`src/lcdc_pkg.sv`:
```
package lcdc_pkg;

  localparam int RAM_DEPTH  = 4096;
  localparam int ADDR_W     = $clog2(RAM_DEPTH);
  localparam int BANK_DEPTH = RAM_DEPTH / 2;
  localparam int BANK_AW    = ADDR_W - 1;

  localparam logic [7:0] CONTRAST_RESET = 8'd20;

  // command byte codes
  localparam logic [7:0] CMD_COL_LO_FIRST  = 8'h00;
  localparam logic [7:0] CMD_COL_LO_LAST   = 8'h0F;
  localparam logic [7:0] CMD_COL_HI_FIRST  = 8'h10;
  localparam logic [7:0] CMD_COL_HI_LAST   = 8'h17;
  localparam logic [7:0] CMD_SCROLL_FIRST  = 8'h40;
  localparam logic [7:0] CMD_SCROLL_LAST   = 8'h43;
  localparam logic [7:0] CMD_PAGE_FIRST    = 8'hB0;
  localparam logic [7:0] CMD_PAGE_LAST     = 8'hBF;
  localparam logic [7:0] CMD_CONTRAST      = 8'h81;
  localparam logic [7:0] CMD_SAVE_ON       = 8'hA9;
  localparam logic [7:0] CMD_SAVE_OFF      = 8'hE1;
  localparam logic [7:0] CMD_SOFT_RESET    = 8'hE2;

  // display RAM access: even bank holds the first byte of a column, odd the second
  typedef struct packed {
    logic               we;
    logic               we_bank;
    logic [BANK_AW-1:0] waddr;
    logic [7:0]         wdata;
    logic               re;
    logic [BANK_AW-1:0] raddr;
  } gram_req_t;

  // snapshot of control state taken with a pixel fetch
  typedef struct packed {
    logic       in_view;
    logic       blanked;
    logic [7:0] contrast;
    logic [2:0] bit_sel;
  } fetch_info_t;

endpackage

```
`src/lcdc_out.sv`:
```
module lcdc_out
  import lcdc_pkg::*;
(
  input  logic        clk,
  input  logic        rst,
  input  logic        fetch,
  input  fetch_info_t info,
  input  logic [7:0]  rd_even,
  input  logic [7:0]  rd_odd,
  output logic        can_take,
  output logic        out_valid,
  input  logic        out_ready,
  output logic [1:0]  pixel_index,
  output logic [8:0]  contrast_delta,
  output logic        power_save
);

  logic        s1_valid;
  fetch_info_t s1_info;
  logic        s1_adv;
  logic [1:0]  s1_index;

  assign s1_adv   = s1_valid && (!out_valid || out_ready);
  assign can_take = !s1_valid || s1_adv;

  always_comb begin
    if (s1_info.blanked || !s1_info.in_view) begin
      s1_index = 2'b00;
    end else begin
      s1_index = {rd_even[s1_info.bit_sel], rd_odd[s1_info.bit_sel]};
    end
  end

  always_ff @(posedge clk) begin
    if (rst) begin
      s1_valid  <= 1'b0;
      out_valid <= 1'b0;
    end else begin
      if (fetch) begin
        s1_valid <= 1'b1;
      end else if (s1_adv) begin
        s1_valid <= 1'b0;
      end
      if (s1_adv) begin
        out_valid <= 1'b1;
      end else if (out_ready) begin
        out_valid <= 1'b0;
      end
    end
  end

  always_ff @(posedge clk) begin
    if (fetch) begin
      s1_info <= info;
    end
    if (s1_adv) begin
      pixel_index    <= s1_index;
      contrast_delta <= {1'b0, s1_info.contrast} - {1'b0, CONTRAST_RESET};
      power_save     <= s1_info.blanked;
    end
  end

endmodule

```
`config.mk`:
```
export PLATFORM = sky130hd
export DESIGN_NAME = lcdc_out
export DESIGN_NICKNAME = d
export VERILOG_FILES = /design/src/lcdc_pkg.sv /design/src/lcdc_out.sv
export SDC_FILE = /design/constraint.sdc
export NUM_CORES = 1
export LEC_CHECK = 0
export BUFFER_PORTS_ARGS = -buffer_cell sky130_fd_sc_hd__buf_4
export CAP_MARGIN = 20
export CORE_MARGIN = 10
export CORE_UTILIZATION = 35
export CTS_CLUSTER_SIZE = 16
export DETAILED_ROUTE_END_ITERATION = 8
export GPL_ROUTABILITY_DRIVEN = 0
export GPL_TIMING_DRIVEN = 0
export PLACE_DENSITY = 0.7
export SLEW_MARGIN = 5
export SYNTH_ARGS = -nofsm -noshare
export SYNTH_HDL_FRONTEND = slang
export SYNTH_SLANG_ARGS = --single-unit
export TNS_END_PERCENT = 5
```
`constraint.sdc`:
```
create_clock -name clk -period 1.4 [get_ports clk]
set_input_delay 0.28 -clock clk [delete_from_list [all_inputs] [get_ports clk]]
set_output_delay 0.28 -clock clk [all_outputs]
set_load 0.02 [all_outputs]
```
==> results.cfg <==
[outcome]
run_status = complete, but fails checks
failed_checks = negative setup slack

[cts]
cts.sinks = 27
quantity_of_hold_fixing_buffers_added_after_cts = 0
cts_resized = 6
root_buffer = sky130_fd_sc_hd__clkbuf_4
tritoncts = yes
numCtsBuffers = 3
htreeDepth = 1
clk-insertion-delay-late_ps = 310
cts_setup_buffers = 0
clkSlewWorstSetupHoldPaths_ps = 140
cts.path.max_buffers = 2

[route]
avg_vias_per_cell = 4.80
totalWireLength_mm = 2.38
detail_route.wl_per_cell_um = 17.4
vias = 658
detail_route.first_pass.iterations = 2
ant_nets = 0
drt-initial-drc-count = 16
drc = 0

[setup_path]
path_class = register to register
critical_path_endpoint_category = register
regToRegSetupSlack_ps = -140
worst_path_arrival_ps = 1620
critical_path_max_stage_delay_ps = 540
path_delay_family = multiplexers
crit_fanout = 4
cp.required_ps = 1480
critical_path_cell_with_the_highest_stage_delay = sky130_fd_sc_hd__mux4_2
r2r_start = s1_info[1]
crit_path_cell_trace = mux4_2 > mux2i_1 > nor3b_1
number_of_buffer_and_inverter_stages_on_the_critical_path = 0
critical_path.startpoint_type = register
cp-startpoint = s1_info[1]

[timing]
max_transition_viols_final = 0
skew_ps = 3.21
clock.fmax_ghz = 0.649
max_slew.worst_pin.slew_ps = 358
maxSlewHeadroom_pct = 76.1
hold_viol = 0
unrepaired_setup_endpoints_after_global_routing = yes
shortest_period_the_worst_path_allows_ps = 1540
timing.final.setup_violations = 2
fin_setup_tns_ps = -278
fin_worst_hold_slack_ps = 106
post-route-worst-setup-slack_ps = -140
post-route-period-util_pct = 110

[yosys]
synth.net_count = 90
netlist.area_leader.share_pct = 71.4
ys.warnings.count = 0
yosys_register_bits = 27
synth_cell_type_count = 15
ys_seq_area_share_pct = 75.2
synth_area_um2 = 1050
largest_cells_by_area_after_synthesis = sky130_fd_sc_hd__edfxtp_1, sky130_fd_sc_hd__mux4_1, sky130_fd_sc_hd__dfxtp_1
netlist_instances = 56
yosys.area.top_type = sky130_fd_sc_hd__edfxtp_1
avgSynthCellArea_um2 = 18.8

[floorplanning]
ioPinCount = 47
fp-row-count = 19
die_y_um = 74.8
chipWidth_um = 74.8
design.die.area_um2 = 5600
core_area_um2 = 2810
initial_core_util_pct = 37.5

[finish]
ff_latch_area_um2 = 792
nFillCells = 244
drive_gt1_share_pct = 52.8
diodes = 0
finish.net_count = 141
synthToLayoutAreaGrowth_pct = 39.5
multiInputGateArea_um2 = 249
finalNonFillerCells = 137

[power]
totalPowerFinal_mw = 1.54
cellLeakagePower_nw = 0.597
vdd_drop_max_v = 0.000386
power_per_cell_area_nw_per_um2 = 1050

[global_route]
vias_in_the_first_global_route = 765
largest_net_degree_at_the_start_of_global_routing = 15
antenna_found_initial = 0
track_usage_pct = 8.59
grt_remaining_overflow = 0
grt_pass1_wl_mm = 3.57

[worst_hold_path]
hp-class = primary input to register
hold_path_startpoint = rst

[placed_design]
placed_cells_incl_taps = 133
post-place-ws_ps = -144
numPortBuffers = 46

[run]
max-cap-violations = 0
-- cell usage in the layout, fill, tap and decap left out, types with 3 or more instances in the layout --
master and n:
sky130_fd_sc_hd__nor2_1 5, sky130_fd_sc_hd__inv_1 3, sky130_fd_sc_hd__edfxtp_1 25, sky130_fd_sc_hd__clkbuf_4 3, sky130_fd_sc_hd__buf_4 45, sky130_fd_sc_hd__mux4_2 4
-- cell families after synthesis --
group	count (synthesis)	synth area share (%)
buffers and inverters	3	1.07
XOR/XNOR	4	3.33
AND/OR/NAND/NOR	13	6.31
flip-flops	27	75.2
adder cells (fa/ha/maj)	1	1.19
AO/OA/AOI/OAI	2	0.951
multiplexers	6	11.9
-- worst paths after layout --
| check | to | cells after the start |
|---|---|---|
| worst min-delay path | out_valid | 2 |
| worst max register to register | pixel_index[0] | 3 |
| worst max-delay path | pixel_index[0] | 3 |
| worst min register to register | contrast_delta[1] | 0 |
-- report_power, final --
part,total (mW),internal [mW],switching [mW]
clock,0.324,0.111,0.212
combinational,0.231,0.135,0.0961
sequential,0.984,0.951,0.0334
total,1.54,1.20,0.342
-- per-stage QoR --
| step | utilization, % | instance area, um2 |
|---|---|---|
| floorplan | - | 1050 |
| global placement | 51.2 | 1440 |
| detailed placement | 51.2 | 1440 |
| CTS | 51.9 | 1460 |
| global route | 52.3 | 1470 |
| finish | 52.3 | 1470 |
-- worst register-to-register path: cells and delay by family, from the launching register on --
family           cells  cell delay, ps
and+or+nand+nor      1              80
muxes                2             720
DFF                  1             520
-- flip-flops by register name (all words and copies together), names as in the netlist --
name	flops
contrast_delta	9
pixel_index	2
s1_valid	1
s1_info	13
out_valid	1
power_save	1
-- cell usage after synthesis, drive strengths merged --
cell type / instances
edfxtp: 25
nor3b: 2
mux2i: 2
nor2b: 3
inv: 3
xor2: 2
nor4: 1
ha: 1
nand2: 2
xnor2: 2
dfxtp: 2
o21ai: 1
mux4: 4
a21oi: 1
nor2: 5
-- area by class of cell --
class	instances	area share [%]
Tap cell	31	2.65
Timing Repair Buffer	46	23.8
Sequential cell	27	54.0
Inverter	3	0.768
Clock buffer	4	1.79
Multi-Input combinational cell	26	17.0
-- layer usage --
metal  track usage (%)  vias up  share of wire (%)  routed length [um]
met2              16.7       20                 57                1350
met1              7.79      320                 33                 788
met3              2.37        4                7.3                 174
met5                 0        -                  0                   0
li1                  -      314                  -                   -
met4              4.83        0                2.9                  69
Power figures use the tool's default switching activity.
