`config.mk`:
```
export PLATFORM = sky130hd
export DESIGN_NAME = lcdc_ctrl
export DESIGN_NICKNAME = d
export VERILOG_FILES = /design/src/lcdc_pkg.sv /design/src/lcdc_ctrl.sv
export SDC_FILE = /design/constraint.sdc
export NUM_CORES = 1
export LEC_CHECK = 0
export BUFFER_PORTS_ARGS = -buffer_cell sky130_fd_sc_hd__buf_4
export CAP_MARGIN = 20
export CORE_MARGIN = 1.5
export CORE_UTILIZATION = 52
export DETAILED_ROUTE_END_ITERATION = 7
export PLACE_DENSITY_LB_ADDON = 0.15
export SLEW_MARGIN = 20
export SYNTH_ARGS = -nofsm -noshare
export SYNTH_HDL_FRONTEND = slang
export SYNTH_SLANG_ARGS = --single-unit
```
`constraint.sdc`:
```
create_clock -name clk -period 5.3 [get_ports clk]
set_clock_uncertainty 0.2 [all_clocks]
set_input_delay 1.06 -clock clk [delete_from_list [all_inputs] [get_ports clk]]
set_output_delay 1.06 -clock clk [all_outputs]
set_load 0.05 [all_outputs]
```
`src/lcdc_pkg.sv`:
```
package lcdc_pkg;

  localparam int RAM_DEPTH  = 4096;
  localparam int ADDR_W     = $clog2(RAM_DEPTH);
  localparam int BANK_DEPTH = RAM_DEPTH / 2;
  localparam int BANK_AW    = ADDR_W - 1;

  localparam logic [7:0] CONTRAST_RESET = 8'd20;

  // command byte codes
  localparam logic [7:0] CMD_COL_LO_FIRST  = 8'h00;
  localparam logic [7:0] CMD_COL_LO_LAST   = 8'h0F;
  localparam logic [7:0] CMD_COL_HI_FIRST  = 8'h10;
  localparam logic [7:0] CMD_COL_HI_LAST   = 8'h17;
  localparam logic [7:0] CMD_SCROLL_FIRST  = 8'h40;
  localparam logic [7:0] CMD_SCROLL_LAST   = 8'h43;
  localparam logic [7:0] CMD_PAGE_FIRST    = 8'hB0;
  localparam logic [7:0] CMD_PAGE_LAST     = 8'hBF;
  localparam logic [7:0] CMD_CONTRAST      = 8'h81;
  localparam logic [7:0] CMD_SAVE_ON       = 8'hA9;
  localparam logic [7:0] CMD_SAVE_OFF      = 8'hE1;
  localparam logic [7:0] CMD_SOFT_RESET    = 8'hE2;

  // display RAM access: even bank holds the first byte of a column, odd the second
  typedef struct packed {
    logic               we;
    logic               we_bank;
    logic [BANK_AW-1:0] waddr;
    logic [7:0]         wdata;
    logic               re;
    logic [BANK_AW-1:0] raddr;
  } gram_req_t;

  // snapshot of control state taken with a pixel fetch
  typedef struct packed {
    logic       in_view;
    logic       blanked;
    logic [7:0] contrast;
    logic [2:0] bit_sel;
  } fetch_info_t;

endpackage

```
`src/lcdc_ctrl.sv`:
```
module lcdc_ctrl
  import lcdc_pkg::*;
#(
  parameter int COLS_PER_PAGE = 128,
  parameter int VIEW_WIDTH    = 96,
  parameter int VIEW_HEIGHT   = 64
)
(
  input  logic        clk,
  input  logic        rst,
  input  logic        xfer,
  input  logic        fetch,
  input  logic        data_select,
  input  logic [7:0]  serial_byte,
  input  logic [6:0]  pixel_x,
  input  logic [5:0]  pixel_y,
  output gram_req_t   req,
  output fetch_info_t info
);

  localparam logic [ADDR_W-1:0] ROW_STRIDE = ADDR_W'((2 * COLS_PER_PAGE) % RAM_DEPTH);

  localparam logic [1:0] PH_WAIT     = 2'd0;
  localparam logic [1:0] PH_CONTRAST = 2'd1;
  localparam logic [1:0] PH_SCROLL   = 2'd2;

  logic [7:0] column_ptr, column_ptr_next;
  logic       byte_half, byte_half_next;
  logic [3:0] page_ptr, page_ptr_next;
  logic [7:0] contrast, contrast_next;
  logic [4:0] scroll, scroll_next;
  logic       blanked, blanked_next;
  logic [1:0] phase, phase_next;

  logic [ADDR_W-1:0] wr_addr;
  logic [5:0]        rd_page;
  logic [ADDR_W-1:0] rd_addr;

  always_comb begin
    column_ptr_next = column_ptr;
    byte_half_next  = byte_half;
    page_ptr_next   = page_ptr;
    contrast_next   = contrast;
    scroll_next     = scroll;
    blanked_next    = blanked;
    phase_next      = phase;
    if (xfer) begin
      if (data_select) begin
        if (byte_half) begin
          column_ptr_next = column_ptr + 8'd1;
        end
        byte_half_next = ~byte_half;
      end else if (phase == PH_CONTRAST) begin
        contrast_next = serial_byte;
        phase_next    = PH_WAIT;
      end else if (phase == PH_SCROLL) begin
        scroll_next = serial_byte[7:3];
        phase_next  = PH_WAIT;
      end else begin
        phase_next = PH_WAIT;
        unique case (serial_byte) inside
          [CMD_COL_LO_FIRST:CMD_COL_LO_LAST]: begin
            column_ptr_next = {column_ptr[7:4], serial_byte[3:0]};
            byte_half_next  = 1'b0;
          end
          [CMD_COL_HI_FIRST:CMD_COL_HI_LAST]: begin
            column_ptr_next = {1'b0, serial_byte[2:0], column_ptr[3:0]};
            byte_half_next  = 1'b0;
          end
          [CMD_SCROLL_FIRST:CMD_SCROLL_LAST]: begin
            phase_next = PH_SCROLL;
          end
          [CMD_PAGE_FIRST:CMD_PAGE_LAST]: begin
            page_ptr_next = serial_byte[3:0];
          end
          CMD_CONTRAST: begin
            phase_next = PH_CONTRAST;
          end
          CMD_SAVE_ON: begin
            blanked_next = 1'b1;
          end
          CMD_SAVE_OFF: begin
            blanked_next = 1'b0;
          end
          CMD_SOFT_RESET: begin
            column_ptr_next = '0;
            byte_half_next  = 1'b0;
            page_ptr_next   = '0;
            contrast_next   = CONTRAST_RESET;
            scroll_next     = '0;
            blanked_next    = 1'b0;
          end
          default: begin
          end
        endcase
      end
    end
  end

  always_ff @(posedge clk) begin
    if (rst) begin
      column_ptr <= '0;
      byte_half  <= 1'b0;
      page_ptr   <= '0;
      contrast   <= CONTRAST_RESET;
      scroll     <= '0;
      blanked    <= 1'b0;
      phase      <= PH_WAIT;
    end else begin
      column_ptr <= column_ptr_next;
      byte_half  <= byte_half_next;
      page_ptr   <= page_ptr_next;
      contrast   <= contrast_next;
      scroll     <= scroll_next;
      blanked    <= blanked_next;
      phase      <= phase_next;
    end
  end

  // column pair base is always even: bit 0 of the address is the bank
  assign wr_addr = ADDR_W'(ADDR_W'(page_ptr) * ROW_STRIDE) + ADDR_W'({column_ptr, 1'b0});
  assign rd_page = 6'(pixel_y[5:3]) + 6'(scroll);
  assign rd_addr = ADDR_W'(ADDR_W'(rd_page) * ROW_STRIDE) + ADDR_W'({pixel_x, 1'b0});

  always_comb begin
    req.we      = xfer & data_select;
    req.we_bank = byte_half;
    req.waddr   = wr_addr[ADDR_W-1:1];
    req.wdata   = serial_byte;
    req.re      = fetch;
    req.raddr   = rd_addr[ADDR_W-1:1];
  end

  always_comb begin
    info.in_view  = (int'(pixel_x) < VIEW_WIDTH) && (int'(pixel_y) < VIEW_HEIGHT);
    info.blanked  = blanked;
    info.contrast = contrast;
    info.bit_sel  = pixel_y[2:0];
  end

endmodule

```
==> results of run 1 <==
==> routing by layer <==
| layer | GRT usage (%) | up-vias | share of wire [%] |
|---|---|---|---|
| met2 | 35.9 | 50 | 49 |
| met3 | 2.54 | 8 | 5.1 |
| li1 | - | 757 | - |
| met5 | 0 | - | 0 |
| met1 | 27.7 | 753 | 45 |
| met4 | 6.67 | 0 | 0.84 |
==> logic make-up after synthesis <==
| family | Yosys count | share of synthesized area (%) |
|---|---|---|
| buffers and inverters | 45 | 15.7 |
| XOR/XNOR | 9 | 4.33 |
| adder cells (fa/ha/maj) | 9 | 6.60 |
| AND/OR/NAND/NOR | 70 | 20.6 |
| multiplexers | 7 | 3.92 |
| AO/OA/AOI/OAI | 43 | 18.1 |
| flip-flops | 28 | 30.8 |
==> registers in the layout, indices dropped and copies added, names as in the netlist <==
| register | count |
|---|---|
| byte_half | 1 |
| column_ptr | 8 |
| page_ptr | 4 |
| blanked | 1 |
| scroll | 4 |
| phase | 2 |
| contrast | 8 |
==> power groups by stage <==
stage / clock network (mW) / logic (mW) / registers (mW)
floorplan: 0 / 0.0920 / 0.222
global placement: 0 / 0.0942 / 0.222
detailed placement: 0 / 0.0954 / 0.223
CTS: 0.110 / 0.0960 / 0.218
global route: 0.116 / 0.102 / 0.219
finish: 0.106 / 0.0957 / 0.218
==> worst max path at each step <==
| stage | start | to | slack, ps |
|---|---|---|---|
| floorplan | pixel_y[3] | req[9] | 1590 |
| global placement | pixel_y[4] | req[10] | 1910 |
| detailed placement | pixel_y[4] | req[10] | 1900 |
| CTS | pixel_y[4] | req[10] | 1900 |
| global route | pixel_y[4] | req[10] | 1840 |
| finish | pixel_y[4] | req[10] | 1910 |
==> cell usage in the layout, fill, tap and decap left out, drive strengths merged, types with 2 or more instances in the layout <==
cell type  count
nor4           2
o21ai          5
nand4b         3
dfxtp         28
nand3          4
nand2          7
xor2           3
inv            8
a221oi         3
a31oi          2
a311oi         2
o22ai          2
and2           6
nor2          29
nor3           3
mux2i          6
ha             8
xnor2          6
and3           2
nor2b          4
buf           53
a211oi         2
a22oi         12
clkbuf         4
nand2b         4
a21oi          6
==> worst reg2reg max path, cell delays in order (launching register included) <==
cell	delay (ps)
dfxtp_1	390
inv_1	60
ha_1	270
or4b_4	590
nor2_1	110
o21ai_1	140
a222oi_1	380
a311oi_1	90
==> cell type report <==
| cell class | instances | area share [%] |
|---|---|---|
| Clock buffer | 4 | 1.76 |
| Inverter | 8 | 1.46 |
| Multi-Input combinational cell | 138 | 47.4 |
| Sequential cell | 28 | 27.3 |
| Tap cell | 46 | 2.80 |
| Timing Repair Buffer | 53 | 19.3 |
==> metrics by stage <==
step | cell area [sq um] | setup slack, ps | std cells | utilization, % | power (mW)
floorplan | 1820 | 1590 | 211 | - | 0.314
global placement | 2020 | 1910 | 273 | 60.6 | 0.317
detailed placement | 2020 | 1900 | 273 | 60.6 | 0.318
CTS | 2060 | 1900 | 277 | 61.6 | 0.424
global route | 2060 | 1840 | 277 | 61.6 | 0.437
finish | 2060 | 1910 | 277 | 61.6 | 0.420
==> qor.yml, run 1 <==
syn_inst: 211
core_sq_um: 3340
cts_tree: "built"
cp_num_cells: 6
first_iter_violations: 123
drtAntennaViolNets: 0
cts_sinks: 28
gp_congestion: 0.830
io_pins: 72
grt_antenna_before_repair: 0
relSlewSlack_pct: 67.8
syn_area_sq_um: 1820
cts_resized: 0
cpMostUsedCell: "buf_4"
grt_util_all_layers_pct: 21.0
num_vias: 1568
synth-edff-count: 0
fin_nets: 267
synthTopCellsByCount: "nor2_1, buf_4, dfxtp_1"
switching_share_pct: 31.3
critPathMaxStageDelay_ps: 280
synth_seq_area_share_pct: 30.8
synth_top_area_cell: "dfxtp_1"
drv_slew: 0
overflow: 0
areaGrowthSynthToFinish_pct: 13.0
port_buffers: 53
synth_top_area_share_pct: 30.8
num_antenna_cells: 0
p_sw_mw: 0.132
fmax_mhz: 295
avgSynthCellArea_sq_um: 8.63
die_area_sq_um: 3870
cp-end-kind: "output pin"
crit_type: "primary input to output pin"
post-dp-hpwl_um: 2940
async_flop_share_pct: 0
cp_top_family: "compound AO/OA/AOI/OAI gates"
ys_ff_latch: 28
clk_path_buf_depth: 2
r2r-start: "phase[1]$_SDFFE_PP0P_"
powerDensity_nw_per_um2: 204
final_hold_viol_count: 0
grt_pass1_wl_um: 6730
yosysMostFrequentCell: "nor2_1"
rsz0062_at_grt: "false"
min_to: "contrast[2]$_SDFFE_PP1P_"
grt_pass1_vias: 1422
dieHeight_um: 62.2
clk_latency_ps: 330
rr_endpoint: "column_ptr[4]$_SDFFE_PP0P_"
drive_gt1_share_pct: 27.7
cp.required_ps: 4040
rr_worst_depth: 7
multiInputGateArea_sq_um: 975
seqCellArea_sq_um: 561
outcome: "complete, no violations"
drc: 0
wl_um: 3940
synth.area.top_cells: "dfxtp_1, buf_4, nor2_1"
numCtsBuffers: 3
p_leak_nw: 0.874
htreeDepth: 1
setup_violations: 0
r2r_setup_slack_ps: 2960
grt_max_degree: 30
via_per_inst: 5.66
hold_depth: 2
synthFlopType: "dfxtp_1"
hold_slack_ps: 316
holdBufCountCts: 0
maxCapViolCount: 0
ir_drop_v: 0.000137
start_util_pct: 54.6
path_cells: "buf_4 -> ha_1 -> a21o_1 -> a21oi_1 -> xnor2_1 -> buf_4"
synthDistinctLibCells: 50
critPathSlowestCell: "ha_1"
fillers: 317
critPathMaxFanout: 2
p_seq_share_pct: 51.9
yosys_warnings: 0
fin_crit_sh_pct: 64.0
root_buffer: "clkbuf_4"
rows: 21
clk_pin_slew_ps: 150
finalSetupTns_ps: 0
syn_nets: 246
worst_pin_slew_ps: 480
arrival_ps: 2130
routedWlPerCell_um: 14.2
combinationalPowerShare_pct: 22.8
startpoint_type: "primary input"
cts_setup_buffers: 0
min_from: "contrast[2]$_SDFFE_PP1P_"
hold_path.class: "register to register"
chipWidth_um: 62.2
intPower_mw: 0.288
pwr-share-clk_pct: 25.3
cp_num_buf_inv: 2
drt_pass1_iterations: 4
min_period_ps: 3390
No activity file was read; power rests on OpenSTA's default activity.
==> run 2, diff against run 1 <==
--- a/config.mk
+++ b/config.mk
@@ -8,7 +8,7 @@
 export BUFFER_PORTS_ARGS = -buffer_cell sky130_fd_sc_hd__buf_4
 export CAP_MARGIN = 20
 export CORE_MARGIN = 1.5
-export CORE_UTILIZATION = 52
+export CORE_UTILIZATION = 49
 export DETAILED_ROUTE_END_ITERATION = 7
 export PLACE_DENSITY_LB_ADDON = 0.15
 export SLEW_MARGIN = 20
==> constraint.sdc (replaced) <==
create_clock -name clk -period 3.3 [get_ports clk]
set_clock_uncertainty 0.2 [all_clocks]
set_input_delay 0.66 -clock clk [delete_from_list [all_inputs] [get_ports clk]]
set_output_delay 0.66 -clock clk [all_outputs]
set_load 0.05 [all_outputs]
==> run 2 against run 1 <==
- wire length shrank 4.7%
- clock-buffer cell count shrank 1
- flip-flop and latch count stayed put
- core utilization is 0.86 points lower
- total power grew 84%
- largest cell class unchanged
- global-route usage is 2.5 points lower
- critical endpoint unchanged
- setup slack got worse by 1200 ps
- hold slack worse by 16 ps
- combinational power rose by 60%
- clock power grew to 2.5 times the previous value
- sequential share of layout area is 0.46 points lower
- critical path depth unchanged
==> qor.yml, run 2 (same netlist as run 1, synthesis figures left out) <==
hold_path.class: "register to register"
worst_pin_slew_ps: 459
chipWidth_um: 64.0
grt_pass1_wl_um: 6210
use_met3_pct: 2.46
overflow: 0
num_vias: 1545
wl_um: 3760
gp_congestion: 0.787
core_sq_um: 3440
combinationalPowerShare_pct: 19.8
ir_drop_v: 0.000173
numCtsBuffers: 3
hold_depth: 2
clk_latency_ps: 270
drtAntennaViolNets: 0
grt_pass1_vias: 1406
busiest_layer: "met2"
first_iter_violations: 91
outcome: "complete, no violations"
die_area_sq_um: 4090
grt_antenna_before_repair: 0
via_per_inst: 5.58
fmax_mhz: 387
port_buffers: 53
drive_gt1_share_pct: 27.7
rr_worst_depth: 7
final_cell_mix: "buf_4, nor2_1, dfxtp_1, a22oi_1"
grt_util_met2_pct: 29.4
r2r-start: "phase[1]$_SDFFE_PP0P_"
rsz0062_at_grt: "false"
crit_type: "primary input to output pin"
finalSetupTns_ps: 0
powerDensity_nw_per_um2: 369
clk_pin_slew_ps: 90
cts_tree: "built"
pwr-share-clk_pct: 35.0
reg_top3: "column_ptr x8, contrast x8"
p_leak_nw: 0.888
maxCapViolCount: 0
r2r_setup_slack_ps: 1000
cp-end-kind: "output pin"
arrival_ps: 1730
rows: 21
fin_nets: 267
htreeDepth: 1
rr_endpoint: "column_ptr[4]$_SDFFE_PP0P_"
routedWlPerCell_um: 13.6
start_util_pct: 52.9
dieHeight_um: 64.0
fillers: 316
clk_path_buf_depth: 2
p_seq_share_pct: 45.2
setup_violations: 0
critPathMaxFanout: 2
relSlewSlack_pct: 69.2
hold_slack_ps: 300
grt_util_all_layers_pct: 18.5
p_sw_mw: 0.216
min_to: "contrast[4]$_SDFFE_PP1P_"
areaGrowthSynthToFinish_pct: 14.9
cts_sinks: 28
holdBufCountCts: 0
final_common_cell: "buf_4"
drt_pass1_iterations: 4
fin_crit_sh_pct: 78.4
cts_setup_buffers: 0
startpoint_type: "primary input"
io_pins: 72
intPower_mw: 0.557
setup_ws_ps: 713
grt_max_degree: 30
cts_resized: 0
cp.required_ps: 2440
final_hold_viol_count: 0
min_from: "contrast[4]$_SDFFE_PP1P_"
gr-usage-met1_pct: 26.3
drv_slew: 0
min_period_ps: 2590
p_total_mw: 0.773
drc: 0
switching_share_pct: 27.9
num_antenna_cells: 0
post-dp-hpwl_um: 2770
root_buffer: "clkbuf_8"
dp_slack_ps: 704
-- run 2: changes by cell type in the layout (fill, tap and decap cells not counted), sizes merged --
cell,delta
clkbuf,-1
bufinv,+1
-- run 2: metrics by stage --
step | util, % | instances | cell area [sq um]
after floorplan | - | 211 | 1820
after global placement | 58.7 | 273 | 2020
after detailed placement | 58.7 | 273 | 2020
after CTS | 60.8 | 277 | 2090
after global routing | 60.8 | 277 | 2090
final | 60.8 | 277 | 2090
-- run 2: critical path, cell delays in order --
cell	delay, ps
buf_4	110
ha_1	270
a21o_1	170
a21oi_1	160
xnor2_1	130
buf_4	220
-- run 2: layer usage --
layer	share of wire (%)	vias to the layer above
li1	-	756
met2	43	60
met5	0	-
met3	6.9	12
met4	1.5	0
met1	48	717
-- run 2: power by group through the flow --
stage | Clock [mW] | Combinational [mW] | Sequential (mW)
detailed placement | 0 | 0.153 | 0.357
finish | 0.270 | 0.153 | 0.350
floorplan | 0 | 0.148 | 0.356
global placement | 0 | 0.153 | 0.357
CTS | 0.276 | 0.154 | 0.350
global route | 0.291 | 0.162 | 0.351
-- run 2: cell type report --
type | count | area [sq um] | area share (%)
flip-flops and latches | 28 | 561 | 26.8
inverters | 8 | 30.0 | 1.44
well taps | 46 | 57.6 | 2.75
clock buffers | 3 | 41.3 | 1.97
repair buffers | 53 | 398 | 19.0
clock inverters | 1 | 30.0 | 1.44
multi-input cells | 138 | 975 | 46.6
-- run 2: worst max path at each step --
stage,startpoint,end,slack (ps),cells past startpoint
finish,pixel_y[4],req[10],710,6
global route,pixel_y[4],req[10],660,6
CTS,pixel_y[4],req[10],700,6
detailed placement,pixel_y[4],req[10],700,6
global placement,pixel_y[4],req[10],710,6
floorplan,pixel_y[3],req[9],390,4
==> run 3, diff against run 2 <==
--- a/config.mk
+++ b/config.mk
@@ -5,10 +5,11 @@
 export SDC_FILE = /design/constraint.sdc
 export NUM_CORES = 1
 export LEC_CHECK = 0
+export ABC_AREA = 1
 export BUFFER_PORTS_ARGS = -buffer_cell sky130_fd_sc_hd__buf_4
 export CAP_MARGIN = 20
 export CORE_MARGIN = 1.5
-export CORE_UTILIZATION = 49
+export CORE_UTILIZATION = 45
 export DETAILED_ROUTE_END_ITERATION = 7
 export PLACE_DENSITY_LB_ADDON = 0.15
 export SLEW_MARGIN = 20
==> constraint.sdc (replaced) <==
create_clock -name clk -period 2.2 [get_ports clk]
set_clock_uncertainty 0.2 [all_clocks]
set_input_delay 0.44 -clock clk [delete_from_list [all_inputs] [get_ports clk]]
set_output_delay 0.44 -clock clk [all_outputs]
set_load 0.05 [all_outputs]
==> run 3 against run 2 <==
- sequential power rose by 51%
- first-iteration DRC count rose by 41%
- register-to-register slack got worse by 490 ps
- largest power group unchanged
- flip-flop and latch count did not move
- final area rose by 9.8%
==> qor.yml, run 3 <==
via_per_inst: 4.77
die_area_sq_um: 4730
root_buffer: "clkbuf_8"
arrival_ps: 1510
yosys_warnings: 0
async_flop_share_pct: 0
multiInputGateArea_sq_um: 1060
drv_slew: 0
relSlewSlack_pct: 66.7
numCtsBuffers: 3
dpl_cell_area_sq_um: 2210
cp-end-kind: "output pin"
synth_top_area_share_pct: 28.8
combinationalPowerShare_pct: 24.8
synthTopCellsByCount: "nand2_1, nor2_1, buf_4, inv_1, dfxtp_1"
synthFlopType: "dfxtp_1"
overflow: 0
start_util_pct: 47.6
synth_xor_area_share_pct: 1.80
min_period_ps: 2150
grt_antenna_before_repair: 0
synth.area.top_cells: "dfxtp_1, nand2_1, buf_4"
outcome: "complete, no violations"
intPower_mw: 0.769
hold_path.class: "primary input to register"
crit_type: "register to output pin"
clk_pin_slew_ps: 100
cts_sinks: 28
synthDistinctLibCells: 28
final_common_cell: "nand2_1"
rows: 23
synth-edff-count: 0
fmax_mhz: 465
seqCellArea_sq_um: 563
r2r_setup_slack_ps: 510
cp.required_ps: 1560
rr_worst_depth: 9
synthSimpleGateAreaFrac_pct: 35.7
port_buffers: 53
synthMuxAreaShare_pct: 0
setup_ws_ps: 49.3
drive_gt1_share_pct: 27.0
grt_pass1_wl_um: 7020
synthAdderAreaFrac_pct: 6.17
fin_util_pct: 56.2
min_from: "rst"
placed_cells: 363
dieHeight_um: 68.8
drt_pass1_iterations: 4
hold_slack_ps: 216
min_to: "column_ptr[7]$_SDFFE_PP0P_"
routedWlPerCell_um: 11.6
areaGrowthSynthToFinish_pct: 18.0
num_antenna_cells: 0
p_seq_share_pct: 46.3
htreeDepth: 1
wl_um: 4260
synth_compound_area_share_pct: 9.45
final_cell_area_sq_um: 2300
drtAntennaViolNets: 0
ir_drop_v: 0.000250
first_iter_violations: 128
switching_share_pct: 32.9
p_sw_mw: 0.377
chipWidth_um: 68.8
synth_top_family_by_area: "simple AND/OR/NAND/NOR gates"
syn_inst: 290
io_pins: 72
post-dp-hpwl_um: 3230
yosysMostFrequentCell: "nand2_1"
grt_max_degree: 16
core_sq_um: 4090
finalNonFillerCells: 368
avgSynthCellArea_sq_um: 6.71
maxCapViolCount: 0
holdBufCountCts: 0
p_leak_nw: 1.16
syn_area_sq_um: 1950
dp_slack_ps: 57.0
fillers: 424
startpoint_type: "register"
grt_pass1_vias: 1563
powerDensity_nw_per_um2: 499
r2r-start: "phase[0]$_SDFFE_PP0P_"
synth_seq_area_share_pct: 28.8
grt_util_all_layers_pct: 19.6
fin_crit_sh_pct: 97.8
clk_path_buf_depth: 2
syn_nets: 325
pwr-share-clk_pct: 28.9
rr_endpoint: "column_ptr[1]$_SDFFE_PP0P_"
setup_violations: 0
rsz0062_at_grt: "true"
gp_congestion: 0.824
reg_top3: "column_ptr x8, contrast x8"
synth_top_area_cell: "dfxtp_1"
critPathMaxFanout: 2
worst_pin_slew_ps: 499
final_cell_mix: "nand2_1, buf_4, nor2_1, inv_1, nand3_1"
ys_ff_latch: 28
hold_depth: 2
clk_latency_ps: 280
final_hold_viol_count: 0
fin_nets: 354
num_vias: 1757
cts_tree: "built"
drc: 0
-- run 3: logic make-up after synthesis --
| logic type | Yosys count |
|---|---|
| compound gates | 32 |
| fa+ha+maj | 9 |
| simple gates | 153 |
| flops | 28 |
| buf+inv | 64 |
| xor+xnor | 4 |
-- run 3: worst max path at each step --
stage	depth (start not counted)	slack (ps)	end	from
final	5	50	req[8]	scroll[0]$_SDFFE_PP0P_
after global routing	5	-10	req[8]	scroll[0]$_SDFFE_PP0P_
after CTS	5	-3	req[9]	scroll[0]$_SDFFE_PP0P_
after detailed placement	6	60	req[9]	pixel_y[3]
after global placement	6	100	req[9]	pixel_y[3]
after floorplan	4	20	req[9]	pixel_y[3]
-- run 3: repair_timing --
item | 4_1_cts | 5_1_grt
endpoints found under the setup margin | 1 | 4
pin swaps | 1 | 3
buffers inserted | 0 | 1
resized for setup | 4 | 6
-- run 3: layer usage --
metal / track usage, % / vias up / share of wire [%]
met5: 0 / - / 0
met4: 6.62 / 0 / 1.4
met3: 3.08 / 5 / 5.6
met2: 30.6 / 43 / 44
met1: 27.5 / 764 / 49
li1: - / 945 / -
-- run 3: power groups by stage --
stage	sequential, mW	clock, mW	combinational, mW
after floorplan	0.539	0	0.261
after global placement	0.542	0	0.280
after detailed placement	0.542	0	0.281
after CTS	0.530	0.341	0.283
after global routing	0.533	0.352	0.310
final	0.530	0.332	0.284
-- run 3: final cells by class --
class	count	share of cell area [%]
tap	50	2.72
clock buffer	4	2.40
multi-input combinational	198	46.4
inverter	32	5.23
timing repair buffer	56	18.8
sequential	28	24.5
-- run 3: critical path, stage by stage, from the launching register on --
cell	delay, ps
dfxtp_2	360
ha_4	140
inv_2	40
fa_2	520
inv_2	30
buf_6	140
-- run 3: metrics by stage --
step / TNS (ps) / power (mW)
3_5_place_dp: 0 / 0.823
6_report: 0 / 1.15
5_1_grt: -18.3 / 1.19
4_1_cts: -3.07 / 1.15
2_1_floorplan: 0 / 0.801
3_3_place_gp: 0 / 0.822
